`src/hw/rtl/gfi_pkg.sv`:
```
`default_nettype none
// ----------------------------------------------------------------------------
// gfi_pkg
// Shared constants and field arithmetic for the GF(2^8) inverse block.
// ----------------------------------------------------------------------------
package gfi_pkg;
  localparam int unsigned DataW = 8;
  localparam int unsigned PolyW = 9;
  localparam logic [PolyW-1:0] FieldPoly = 9'h11B;
  localparam int unsigned NumCells = 6;
  localparam int unsigned ProdW = 2 * DataW - 1;

  function automatic logic [DataW-1:0] gf_reduce(input logic [ProdW-1:0] prod);
    logic [ProdW-1:0] acc;
    acc = prod;
    for (int i = ProdW - 1; i >= DataW; i--) begin
      if (acc[i]) acc = acc ^ (ProdW'(FieldPoly) << (i - DataW));
    end
    return acc[DataW-1:0];
  endfunction

  function automatic logic [DataW-1:0] gf_mul(input logic [DataW-1:0] a,
                                              input logic [DataW-1:0] b);
    logic [ProdW-1:0] prod;
    prod = '0;
    for (int i = 0; i < DataW; i++) begin
      if (b[i]) prod = prod ^ (ProdW'(a) << i);
    end
    return gf_reduce(prod);
  endfunction

  // Squaring is linear in GF(2^8): spread the bits, then reduce.
  function automatic logic [DataW-1:0] gf_sq(input logic [DataW-1:0] a);
    logic [ProdW-1:0] spread;
    spread = '0;
    for (int i = 0; i < DataW; i++) spread[2*i] = a[i];
    return gf_reduce(spread);
  endfunction
endpackage
`default_nettype wire

```
`src/hw/rtl/gfi_cell.sv`:
```
`default_nettype none
// ----------------------------------------------------------------------------
// gfi_cell
// One square-and-multiply stage of the inversion chain.
// ----------------------------------------------------------------------------
module gfi_cell (
  input  wire logic                      clk,
  input  wire logic                      rst_n,
  input  wire logic                      in_valid,
  input  wire logic [gfi_pkg::DataW-1:0] in_pow,
  input  wire logic [gfi_pkg::DataW-1:0] in_base,
  output logic                           out_valid,
  output logic [gfi_pkg::DataW-1:0]      out_pow,
  output logic [gfi_pkg::DataW-1:0]      out_base
);
  import gfi_pkg::*;
  logic             valid_r, valid_nxt;
  logic [DataW-1:0] pow_r, pow_nxt;
  logic [DataW-1:0] base_r, base_nxt;

  always_comb begin
    valid_nxt = in_valid;
    pow_nxt   = pow_r;
    base_nxt  = base_r;
    if (in_valid) begin
      pow_nxt  = gf_mul(gf_sq(in_pow), in_base);
      base_nxt = in_base;
    end
  end

  always_ff @(posedge clk) begin
    if (!rst_n) begin
      valid_r <= 1'b0;
    end else begin
      valid_r <= valid_nxt;
    end
  end

  always_ff @(posedge clk) begin
    pow_r  <= pow_nxt;
    base_r <= base_nxt;
  end

  assign out_valid = valid_r;
  assign out_pow   = pow_r;
  assign out_base  = base_r;
endmodule
`default_nettype wire

```
`src/hw/rtl/gf256_inverse_top.sv`:
```
`default_nettype none
// ----------------------------------------------------------------------------
// gf256_inverse_top
// GF(2^8) multiplicative inverse modulo 0x11B as the power x^254.
// Each accepted byte passes through the six cell registers and then the output register to out_valid.
// A new byte is accepted only while busy is low; busy is high while a cell holds data.
// Six cells each turn p into p*p*x, reaching x^127, and the output stage squares it.
// Zero maps to zero by the same arithmetic.
// Reset clears the valid bits only; the receiver cannot stall results.
// ----------------------------------------------------------------------------
module gf256_inverse_top (
  input  wire logic                      clk,
  input  wire logic                      rst_n,
  input  wire logic                      start,
  output logic                           busy,
  input  wire logic [gfi_pkg::DataW-1:0] in_value,
  output logic                           out_valid,
  output logic [gfi_pkg::DataW-1:0]      out_inverse
);
  import gfi_pkg::*;

  logic [NumCells:0]            valid_vec;
  logic [NumCells:0][DataW-1:0] pow_vec;
  logic [NumCells:0][DataW-1:0] base_vec;
  logic                         accept;
  logic                         out_valid_r;
  logic [DataW-1:0]             out_inverse_r;

  assign busy         = |valid_vec[NumCells:1];
  assign accept       = start & ~busy;
  assign valid_vec[0] = accept;
  assign pow_vec[0]   = in_value;
  assign base_vec[0]  = in_value;

  for (genvar i = 0; i < NumCells; i++) begin : g_cell
    gfi_cell u_cell (
      .clk      (clk),
      .rst_n    (rst_n),
      .in_valid (valid_vec[i]),
      .in_pow   (pow_vec[i]),
      .in_base  (base_vec[i]),
      .out_valid(valid_vec[i+1]),
      .out_pow  (pow_vec[i+1]),
      .out_base (base_vec[i+1])
    );
  end

  always_ff @(posedge clk) begin
    if (!rst_n) begin
      out_valid_r <= 1'b0;
    end else begin
      out_valid_r <= valid_vec[NumCells];
    end
  end

  always_ff @(posedge clk) begin
    if (valid_vec[NumCells]) begin
      out_inverse_r <= gf_sq(pow_vec[NumCells]);
    end
  end

  assign out_valid   = out_valid_r;
  assign out_inverse = out_inverse_r;

  logic unused_ok;
  assign unused_ok = ^base_vec[NumCells];

  a_busy_run: assert property (@(posedge clk) disable iff (!rst_n)
    (start && !busy) |=> busy)
    else $error("busy not raised after start");
  a_out_one: assert property (@(posedge clk) disable iff (!rst_n)
    out_valid |=> !out_valid)
    else $error("out_valid longer than one cycle");
  a_one_in_flight: assert property (@(posedge clk) disable iff (!rst_n)
    $onehot0({valid_vec[NumCells:1], out_valid_r}))
    else $error("more than one transaction in flight");
endmodule
`default_nettype wire
```
`config.mk`:
```
export PLATFORM = sky130hd
export DESIGN_NAME = gf256_inverse_top
export DESIGN_NICKNAME = d
export VERILOG_FILES = /design/src/hw/rtl/gfi_pkg.sv /design/src/hw/rtl/gfi_cell.sv /design/src/hw/rtl/gf256_inverse_top.sv
export SDC_FILE = /design/constraint.sdc
export NUM_CORES = 1
export LEC_CHECK = 0
export BUFFER_PORTS_ARGS = -buffer_cell sky130_fd_sc_hd__buf_2
export CAP_MARGIN = 25
export CORE_ASPECT_RATIO = 1.75
export CORE_MARGIN = 2
export CORE_UTILIZATION = 32
export DETAILED_ROUTE_END_ITERATION = 10
export PLACE_DENSITY_LB_ADDON = 0.2
export SKIP_LAST_GASP = 1
export SLEW_MARGIN = 20
export SYNTH_ARGS = -nofsm -noshare
export SYNTH_HDL_FRONTEND = slang
export SYNTH_HIERARCHICAL = 1
export SYNTH_SLANG_ARGS = --single-unit
```
`constraint.sdc`:
```
create_clock -name clk -period 2.91 [get_ports clk]
set_input_delay 0.1455 -clock clk [delete_from_list [all_inputs] [get_ports clk]]
set_output_delay 0.1455 -clock clk [all_outputs]
set_load 0.005 [all_outputs]
```
# == After elaboration in Yosys (flattened, before gate mapping) ==
# Cells that the tools add are included.
# classes
n_reduce_logical,1
muxes,271
n_bitwise,135
# ops
operator,count
$mux W15,90
$not A4 Y4,91
$mux W11,26
$mux W10,26
$mux W9,26
$mux W8,25
$mux W14,13
$mux W13,13
$mux W12,13
$mux W7,13
$xor A15 B10 Y15,6
$xor A15 B11 Y15,6
$xor A15 B12 Y15,6
$xor A15 B13 Y15,6
$xor A15 B14 Y15,6
$xor A15 B15 Y15,6
$xor A15 B9 Y15,6
$mux W6,13
$mux W5,13
$reduce_or A6 Y1,1
$and A1 B1 Y1,1
$not A1 Y1,1
# totals
out_inout_bits,10
word_cells,426
inputBits,11
regBits,103

# == Depth between registers and ports, before layout ==
# Gate-level depths: netlist (run 1).
# depth
word_depth,65
ltp_mapped,10
ltp_nobuf,7

# == Cells and area by module ==
# The synthesis (run 1) kept the hierarchy.
# modules_own_cells
mod,cells_per_inst,area_each_um2,n_inst,seq_area_each_um2
gfi_cell,223,2100.8,6,500.5
gf256_inverse_top,23,386.6,1,260.2

# == Worst setup path before layout (run 1) ==
# No wires, ideal clock.
# synth_path
path_kind,register to register
startpoint,reg g_cell[0].u_cell.pow_r[6]
endpoint,reg g_cell[1].u_cell.pow_r[4] (data pin)
period_less_slack_ns,2.661
stages_incl_launch_ff,9
arrival_ns,2.393
path_slack_ns,0.249
setup_time_ns,0.268
cell_sequence,edfxtp_1 > buf_6 > xor2_2 > nand2_1 > xor2_2 > xnor3_2 > xnor2_4 > xor2_1 > xnor3_1
# synth_between
elab_chain_cells,55
word_cells_on_any_way,58
cone_classes,41 x mux; 17 x bitwise
# synth_lines
item,line_no,source
from (decl),gfi_cell.sv:18,"logic [DataW-1:0] pow_r, pow_nxt;"
from (signal assigned),gfi_cell.sv:40,pow_r <= pow_nxt;
$mux W14 (*),gfi_cell.sv:25,if (in_valid) begin
$mux W13 (*),gfi_cell.sv:25,
$mux W9 (*),gfi_pkg.sv:17,if (acc[i]) acc = acc ^ (ProdW'(FieldPoly) << (i - DataW));
$mux W12 (*),gfi_cell.sv:25,
$not A4 Y4 (no source line),-,
$mux W8,gfi_pkg.sv:17,
$mux W11 (*),gfi_cell.sv:25,
$mux W7,gfi_pkg.sv:17,
[... 39 more ...],-,
$mux W11 (*),gfi_cell.sv:25,
$mux W7,gfi_pkg.sv:17,
$mux W10 (*),gfi_cell.sv:25,
$not A4 Y4 (no source line),-,
$mux W6,gfi_pkg.sv:17,
$mux W9 (*),gfi_cell.sv:25,
$not A4 Y4 (no source line),-,
$mux W5 (*),gfi_pkg.sv:17,
to (signal assigned),gfi_cell.sv:40,
to (decl),gfi_cell.sv:18,
# Every way passes the cells marked *; elsewhere a longest branch is shown, timed or not. The select of a mux whose other input is x is not followed.
# A chain may end at the register's enable or synchronous reset.

# == Final worst setup path (run 1) ==
# layout_path
startpoint,reg g_cell[2].u_cell.pow_r[5]
endpoint,reg g_cell[3].u_cell.pow_r[4] (data pin)
# layout_between
elab_chain_cells,51
word_cells_on_any_way,54
cone_classes,38 x mux; 16 x bitwise
# layout_lines
item,line_no
from (decl),gfi_cell.sv:18
from (signal assigned),gfi_cell.sv:40
$not A4 Y4 (no source line),-
$mux W11 (*),gfi_pkg.sv:17
$mux W14 (*),gfi_cell.sv:25
$mux W13 (*),gfi_cell.sv:25
$mux W12 (*),gfi_cell.sv:25
$mux W11 (*),gfi_cell.sv:25
$mux W7 (*),gfi_pkg.sv:17
$mux W10 (*),gfi_cell.sv:25
[... 35 more ...],-
$mux W11 (*),gfi_cell.sv:25
$mux W7,gfi_pkg.sv:17
$mux W10 (*),gfi_cell.sv:25
$not A4 Y4 (no source line),-
$mux W6,gfi_pkg.sv:17
$mux W9 (*),gfi_cell.sv:25
$not A4 Y4 (no source line),-
$mux W5 (*),gfi_pkg.sv:17
to (signal assigned),gfi_cell.sv:40
to (decl),gfi_cell.sv:18
# Marked as above.

==> results of run 1 <==
## cell type report
class / count / area (um2)
clock buffer: 9 / 225.2
clock inverter: 7 / 56.30
fill: 3939 / 24680
inverter: 30 / 127.6
multi-input combinational: 1112 / 8991
sequential: 103 / 3023
tap: 490 / 613.1
timing repair buffer: 202 / 1558
## sequential cells by signal, summed over array words and instances (netlist names)
| register | flops |
|---|---|
| g_cell.u_cell/out_pow | 48 |
| g_cell.u_cell/out_valid | 6 |
| out_inverse | 8 |
| out_valid | 1 |
| g_cell.u_cell/out_base | 40 |
## worst max path at each step
stage / startpoint / endpoint / slack (ps)
detailed placement: g_cell[0].u_cell/out_pow[5] / g_cell[1].u_cell/out_pow[4] / 50
CTS: g_cell[1].u_cell/out_pow[5] / g_cell[2].u_cell/out_pow[4] / 10
floorplan: g_cell[0].u_cell/out_pow[6] / g_cell[1].u_cell/out_pow[4] / 250
finish: g_cell[2].u_cell/out_pow[5] / g_cell[3].u_cell/out_pow[4] / 3
global placement: g_cell[0].u_cell/out_pow[5] / g_cell[1].u_cell/out_pow[4] / 100
global route: g_cell[2].u_cell/out_pow[5] / g_cell[3].u_cell/out_pow[4] / -60
## layout by cell type, fill, tap and decap left out, types with 7 or more instances in the layout
cell,instances
buf_12,7
or2_2,18
a22oi_1,12
nor3_1,12
clkbuf_16,9
edfxtp_1,96
nor2b_1,12
xor2_1,103
dfxtp_1,7
nand2b_1,18
xnor3_2,12
inv_1,23
o221ai_1,12
o21ai_0,36
nand2_1,276
a21oi_1,48
xnor3_1,24
a32oi_1,12
buf_4,174
xor2_2,38
nor2_1,30
and2_1,7
nand3_1,29
o22ai_1,30
xnor2_4,7
mux2i_1,48
xnor2_2,20
o211ai_1,12
xnor2_1,219
buf_2,20
## per-layer routing
metal	global-route usage	part of all wire	up-vias	wire, um
met5	0	0	-	0
met2	0.3441	0.60	102	20130
li1	-	-	4779	-
met3	0.01548	0.012	53	408
met4	0.07708	0.038	0	1277
met1	0.1506	0.35	4518	11720
## worst max-delay path, delay by kind of cell, from the launching register on
family | cells | cell delay, ps
AO/OA/AOI/OAI | 1 | 330
flip-flops | 1 | 500
buffers and inverters | 2 | 380
XOR/XNOR | 5 | 1450
## repair_timing
item / in CTS / in global routing
gates resized for setup: 0 / 11
setup endpoints to repair: 0 / 7
endpoints found under the hold margin: 0 / 0
hold buffers: 0 / 0
setup buffers: 0 / 15
## per-stage QoR
step                      worst slack (ps)  hold slack, ps  setup TNS, ps    util  std cells
after CTS                            10.26           51.49              0  0.3664       1938
after detailed placement             48.37           461.8              0  0.3593       1922
after global placement               102.5           455.0              0  0.3593       1922
after floorplan                      248.9           244.4              0       -       1353
after global routing                -61.14           67.52         -61.68  0.3716       1953
final                                3.243           58.69              0  0.3716       1953
==> metrics.txt, run 1 <==
CTS buffer count=9; placed inst area=0.01411 mm2; CTS H-tree depth=3; Layout Nets=1469; DR vias/cell=4.840; Crit-path slowest cell=edfxtp_1; die height=268.1 um; f_max=344.0 MHz; share of cells above drive strength 1=0.2495; Ys Warns=6; Top Ports=21; worst setup path category=reg2reg; worst slew pin tran=761.5 ps; flop2flop setup slack=3 ps; CTS tree=done; Initial Util=0.3246; Worst Setup Start Kind=register; Cell Area, Synth=0.01275 mm2; first-pass GRT wire length=52140 um; Die Footprint=0.04152 mm2; Max Root-Sink Buffers=2; Worst Path Required=3030 ps; CTS root buf=clkbuf_16; vias in the first global route=9455; Setup Viol. Count Final=0; RSZ-0062 raised after global routing=true; WL/cell=17.17 um; later-pin clock latency in the skew report=380 ps; hold endpoint=g_cell[1].u_cell/out_valid; CP Capture Type=register; syn_area_per_cell=9.424 um2; RePlAce Congestion=0.8575; clk slew on worst S/H paths=80 ps; Hold Path Class=in2reg; Tcrit/Tclk final=0.9989; # DRC=0; worst reg-to-reg path cell count=8; HPWL after detailed placement=27180 um; status=finished clean; critical hold path startpoint=rst_n; Max Cap Viol=0; post-route cell area=0.01459 mm2; remaining global-route overflow=0; slew margin rel.=0.4917; Final Slew Violations=0; Pre-Repair DR Iteration Count=5; worst-path fanout max=7; synthesized net count=1364; vias post-DR=9452; clock sinks=103; largest net degree at the start of global routing=24; Tmin final=2907 ps; row count=96; Initial DRC Count=411; post-synthesis cell count=1353; WL final=33530 um; RR Startpoint=g_cell[2].u_cell/out_pow[5]; Antenna diodes=0; Final ANT Viol Nets=0; initial antenna violation count=0; number of port buffers=20; critical path's largest stage delay=500 ps; Global Route Usage Sum=0.1627; core region area=0.03928 mm2; worst hold path stage count=2; Worst Path Arrival=3020 ps; R2R Path End=g_cell[3].u_cell/out_pow[4]; worst path cell trace=buf_4 -> xor2_2 -> buf_4 -> a32oi_1 -> xnor3_1 -> xnor3_2 -> xnor2_2 -> xnor3_1; synth-to-layout area growth=14.45%; Chip Width=154.9 um; skew final=14.56 ps; final hold vios=0
Power of run 1 is not shown: default switching activity piles up to over one toggle a cycle in this logic, so the estimate is an artifact.
==> inputs of run 2 (changes only) <==
--- a/config.mk
+++ b/config.mk
@@ -5,6 +5,7 @@
 export SDC_FILE = /design/constraint.sdc
 export NUM_CORES = 1
 export LEC_CHECK = 0
+export ABC_AREA = 1
 export BUFFER_PORTS_ARGS = -buffer_cell sky130_fd_sc_hd__buf_2
 export CAP_MARGIN = 25
 export CORE_ASPECT_RATIO = 1.75
==> run 2 against run 1 <==
Die area increased by 15%. Critical path depth grew 7. Register-to-register slack better by 320 ps. Global-route usage grew 2.5 points. Non-clock buffer count down 167. Sequential cell count did not move. Utilization fell by 2.6 points. First-iteration DRC count up 83%. Area after synthesis up 15%. Cell count rose by 64%. Largest cell class unchanged.
==> metrics.txt, run 2 <==
status=finished clean; Crit path top cell by count=nand2_1; RSZ-0062 raised after global routing=false; Setup Viol. Count Final=0; CTS H-tree depth=3; later-pin clock latency in the skew report=380 ps; Crit-path slowest cell=edfxtp_1; worst reg-to-reg path cell count=15; setup bufs post-CTS=0; RePlAce Congestion=0.9211; Die Footprint=0.04782 mm2; post-synthesis cell count=2588; Tcrit/Tclk final=0.8902; Initial Util=0.3224; most frequent cells in the layout=nand2_1 (1055), inv_1 (357), nand3_1 (345), nor2_1 (208), nand2_2 (153); remaining global-route overflow=0; WL/cell=13.96 um; vias post-DR=15330; Worst Setup Start Kind=register; Antenna diodes=0; PwrDens=980.3 mW/mm2; CTS root buf=clkbuf_16; number of port buffers=20; Top Ports=21; CP Capture Type=register; post-route setup TNS=0 ps; row count=104; first-pass GRT wire length=71990 um; Cell Area, Synth=0.01473 mm2; die height=287.8 um; Initial DRC Count=752; f_max=386.0 MHz; # DRC=0; HPWL after detailed placement=37510 um; worst slew pin tran=558.8 ps; worst path cell trace=inv_6 -> nand2_2 -> nand2_2 -> nand2_1 -> nand2_2 -> nand2_1 -> xor2_1 -> xnor2_1 -> inv_1 -> nand2_1 -> nand2_1 -> nand2_1 -> nand2_1 -> nand2_1 -> nand2_1; cts repair resizes=0; synthesized net count=2599; slew margin rel.=0.6235; Final ANT Viol Nets=0; largest net degree at the start of global routing=20; max FFs per register=48; Worst Path Arrival=2730 ps; CTS buffer count=9; worst-path fanout max=10; clock sinks=103; skew final=13.49 ps; DR vias/cell=4.794; worst setup path category=reg2reg; final hold vios=0; initial antenna violation count=0; Worst Path Required=3050 ps; core region area=0.04567 mm2; synth-to-layout area growth=7.307%; Global Route Usage Sum=0.1873; vias in the first global route=14590; CTS tree=done; leakage=0.008830 uW; clk slew on worst S/H paths=80 ps; Pre-Repair DR Iteration Count=5; Chip Width=166.2 um; WL final=44620 um; Non-Filler Instances=3197; dpl cells=3181; Final Slew Violations=0; worst hold path stage count=3; Max Root-Sink Buffers=2; Tmin final=2591 ps; hold_buf cts=0; Max Cap Viol=0; critical path's largest stage delay=590 ps; Layout Nets=2620; syn_area_per_cell=5.690 um2; commonest non-fill, non-tap cell in the layout=nand2_1; Hold Path Class=in2reg; maximum vdd ir drop=0.3238 mV; share of cells above drive strength 1=0.1178; Ys Warns=6
run 2: path summary, 6_finish.rpt:
path	slack [ps]	endpoint	start
worst min-delay path	80	g_cell[5].u_cell/out_valid	rst_n
worst max-delay path	320	g_cell[1].u_cell/out_pow[3]	g_cell[0].u_cell/out_pow[7]
worst min register to register	580	out_inverse[0]	g_cell[5].u_cell/out_pow[0]
worst max register to register	320	g_cell[1].u_cell/out_pow[3]	g_cell[0].u_cell/out_pow[7]
run 2: cell type report:
class | count | area (um2)
inverters | 389 | 1493
flip-flops and latches | 103 | 3023
repair buffers | 35 | 212.7
clock buffers | 9 | 225.2
clock inverters | 7 | 62.56
multi-input cells | 2071 | 10060
well taps | 583 | 729.5
fillers | 5091 | 29870
run 2: per-layer routing:
metal,routed length (um),GRT usage
met1,15410,0.1671
met3,941,0.01787
met4,2400,0.1104
met5,0,0
met2,25880,0.3960
run 2: report_power, final:
group / total, uW / switching (uW) / internal [uW] / leakage (uW)
combinational: 11800 / 7900 / 3890 / 0.00775
sequential: 2460 / 265 / 2190 / 0.000936
clock: 1250 / 647 / 603 / 0.000145
run 2: critical path: cells and delay by family (launching register included):
| family | cells | cell delay (ps) |
|---|---|---|
| buffers and inverters | 2 | 260 |
| flip-flops | 1 | 590 |
| XOR/XNOR | 2 | 510 |
| AND/OR/NAND/NOR | 11 | 1000 |
run 2: metrics by stage:
stage | worst slack (ps) | hold slack (ps) | total power, uW | area [um2] | utilization
3_5_place_dp | 372.2 | 473.2 | 14340 | 15510 | 0.3397
3_3_place_gp | 399.5 | 465.6 | 14120 | 15510 | 0.3397
2_1_floorplan | 907.0 | 243.1 | 11750 | 14730 | -
4_1_cts | 349.8 | 59.50 | 15630 | 15800 | 0.3460
5_1_grt | 109.1 | 79.15 | 17300 | 15800 | 0.3460
6_report | 319.4 | 77.88 | 15490 | 15800 | 0.3460
Power figures use the tool's default switching activity.
==> inputs of run 3 (changes only) <==
--- a/config.mk
+++ b/config.mk
@@ -13,6 +13,7 @@
 export CORE_UTILIZATION = 32
 export DETAILED_ROUTE_END_ITERATION = 10
 export PLACE_DENSITY_LB_ADDON = 0.2
+export REMOVE_ABC_BUFFERS = 1
 export SKIP_LAST_GASP = 1
 export SLEW_MARGIN = 20
 export SYNTH_ARGS = -nofsm -noshare
==> run 3 against run 2 <==
Sequential share of layout area is essentially flat. Clock-buffer cell count is the same. Critical path depth decreased by 4. Critical path type unchanged. Critical endpoint is now g_cell[3].u_cell/out_pow[7]. Highest routed layer unchanged.
==> metrics.txt, run 3 (synthesized netlist as in run 2, its figures left out) <==
PwrDens=977.6 mW/mm2; post-route setup TNS=0 ps; f_max=383.6 MHz; Global Route Usage Sum=0.1840; slew margin rel.=0.4145; Power Total=15440 uW; final hold vios=0; DR vias/cell=4.768; row count=104; Worst Path Arrival=2720 ps; maximum vdd ir drop=0.3535 mV; Final ANT Viol Nets=0; Internal Power=6678 uW; fill count=5060; Tcrit/Tclk final=0.8958; Non-Filler Instances=3196; hold_buf cts=0; number of port buffers=20; remaining global-route overflow=0; Setup Viol. Count Final=0; Die Footprint=0.04782 mm2; later-pin clock latency in the skew report=370 ps; WL/cell=13.74 um; Layout Nets=2619; largest net degree at the start of global routing=20; Antenna diodes=0; Hold Path Class=in2reg; CTS H-tree depth=3; worst-path fanout max=10; clock sinks=103; Max Cap Viol=0; Chip Width=166.2 um; most frequent cells in the layout=nand2_1 (1055), inv_1 (357), nand3_1 (345), nor2_1 (208), nand2_2 (153); worst setup path category=reg2reg; worst slew pin tran=869.1 ps; core region area=0.04567 mm2; setup bufs post-CTS=0; RePlAce Congestion=0.9113; HPWL after detailed placement=36970 um; clk slew on worst S/H paths=70 ps; combinational share of power=0.763; cts repair resizes=0; Sw Pwr=8763 uW; Tmin final=2607 ps; Top Ports=21; switch share=0.5675; RSZ-0062 raised after global routing=false; Worst Setup Start Kind=register; Pre-Repair DR Iteration Count=5; commonest non-fill, non-tap cell in the layout=nand2_1; CTS root buf=clkbuf_16; Seq pwr share=0.159; synth-to-layout area growth=7.247%; Worst Path Required=3030 ps; CTS buffer count=9; skew final=12.89 ps; Initial Util=0.3224; status=finished clean; initial antenna violation count=0; max FFs per register=48; leakage=0.008821 uW; dpl cells=3180; Max Root-Sink Buffers=2; first-pass GRT wire length=71150 um; CTS tree=done; vias in the first global route=14730; Initial DRC Count=772; share of cells above drive strength 1=0.1175; Final Slew Violations=0; CP Capture Type=register; die height=287.8 um; vias post-DR=15240; WL final=43900 um; clock share of power=0.078; # DRC=0
run 3: cell types whose count changed in the layout (fill, tap and decap cells not counted):
cell,before,now
buf_4,15,14
clkinvlp_4,0,1
clkinv_4,1,0
run 3: critical path, cell delays in order (launching register included):
cell,delay (ps)
edfxtp_1,590
inv_6,170
nand3_1,270
nand2_1,270
nor2_1,100
xnor2_1,150
or2_1,250
nand2_1,90
nand2_1,60
nand3_1,70
nand2_1,150
xor2_1,180
run 3: power by group through the flow:
stage | Clock [uW] | Combinational, uW | Sequential, uW
global route | 1300 | 13400 | 2500
floorplan | 0 | 9270 | 2420
global placement | 0 | 11700 | 2490
CTS | 1260 | 11900 | 2460
finish | 1200 | 11800 | 2460
detailed placement | 0 | 11900 | 2500
run 3: worst paths after layout:
kind	depth (start not counted)	endpoint	slack (ps)	start
max reg2reg	11	g_cell[3].u_cell/out_pow[7]	300	g_cell[2].u_cell/out_pow[7]
max	11	g_cell[3].u_cell/out_pow[7]	300	g_cell[2].u_cell/out_pow[7]
min reg2reg	2	g_cell[5].u_cell/out_valid	610	g_cell[4].u_cell/out_valid
min	3	g_cell[0].u_cell/out_valid	110	rst_n
run 3: routing by layer:
metal	up-vias	track usage	wire length, um
met5	-	0	0
met3	125	0.01677	840
met4	0	0.1161	2632
li1	8000	-	-
met2	285	0.3882	25150
met1	6827	0.1623	15280
run 3: final cells by class:
cell class	count	area, um2	share of cell area
multi-input cells	2071	10060	0.6368
flip-flops and latches	103	3023	0.1914
inverters	389	1493	0.09451
well taps	583	729.5	0.04619
clock buffers	9	225.2	0.01426
repair buffers	34	205.2	0.01299
clock inverters	7	61.31	0.003882
run 3: stage by stage:
step | cell area [um2] | setup slack [ps] | util | hold WS (ps)
5_1_grt | 15790 | 106.9 | 0.3458 | 104.4
3_5_place_dp | 15510 | 376.1 | 0.3395 | 491.2
3_3_place_gp | 15510 | 352.9 | 0.3395 | 489.7
2_1_floorplan | 14570 | 803.0 | - | 243.1
6_report | 15790 | 303.3 | 0.3458 | 111.0
4_1_cts | 15790 | 367.9 | 0.3458 | 88.58
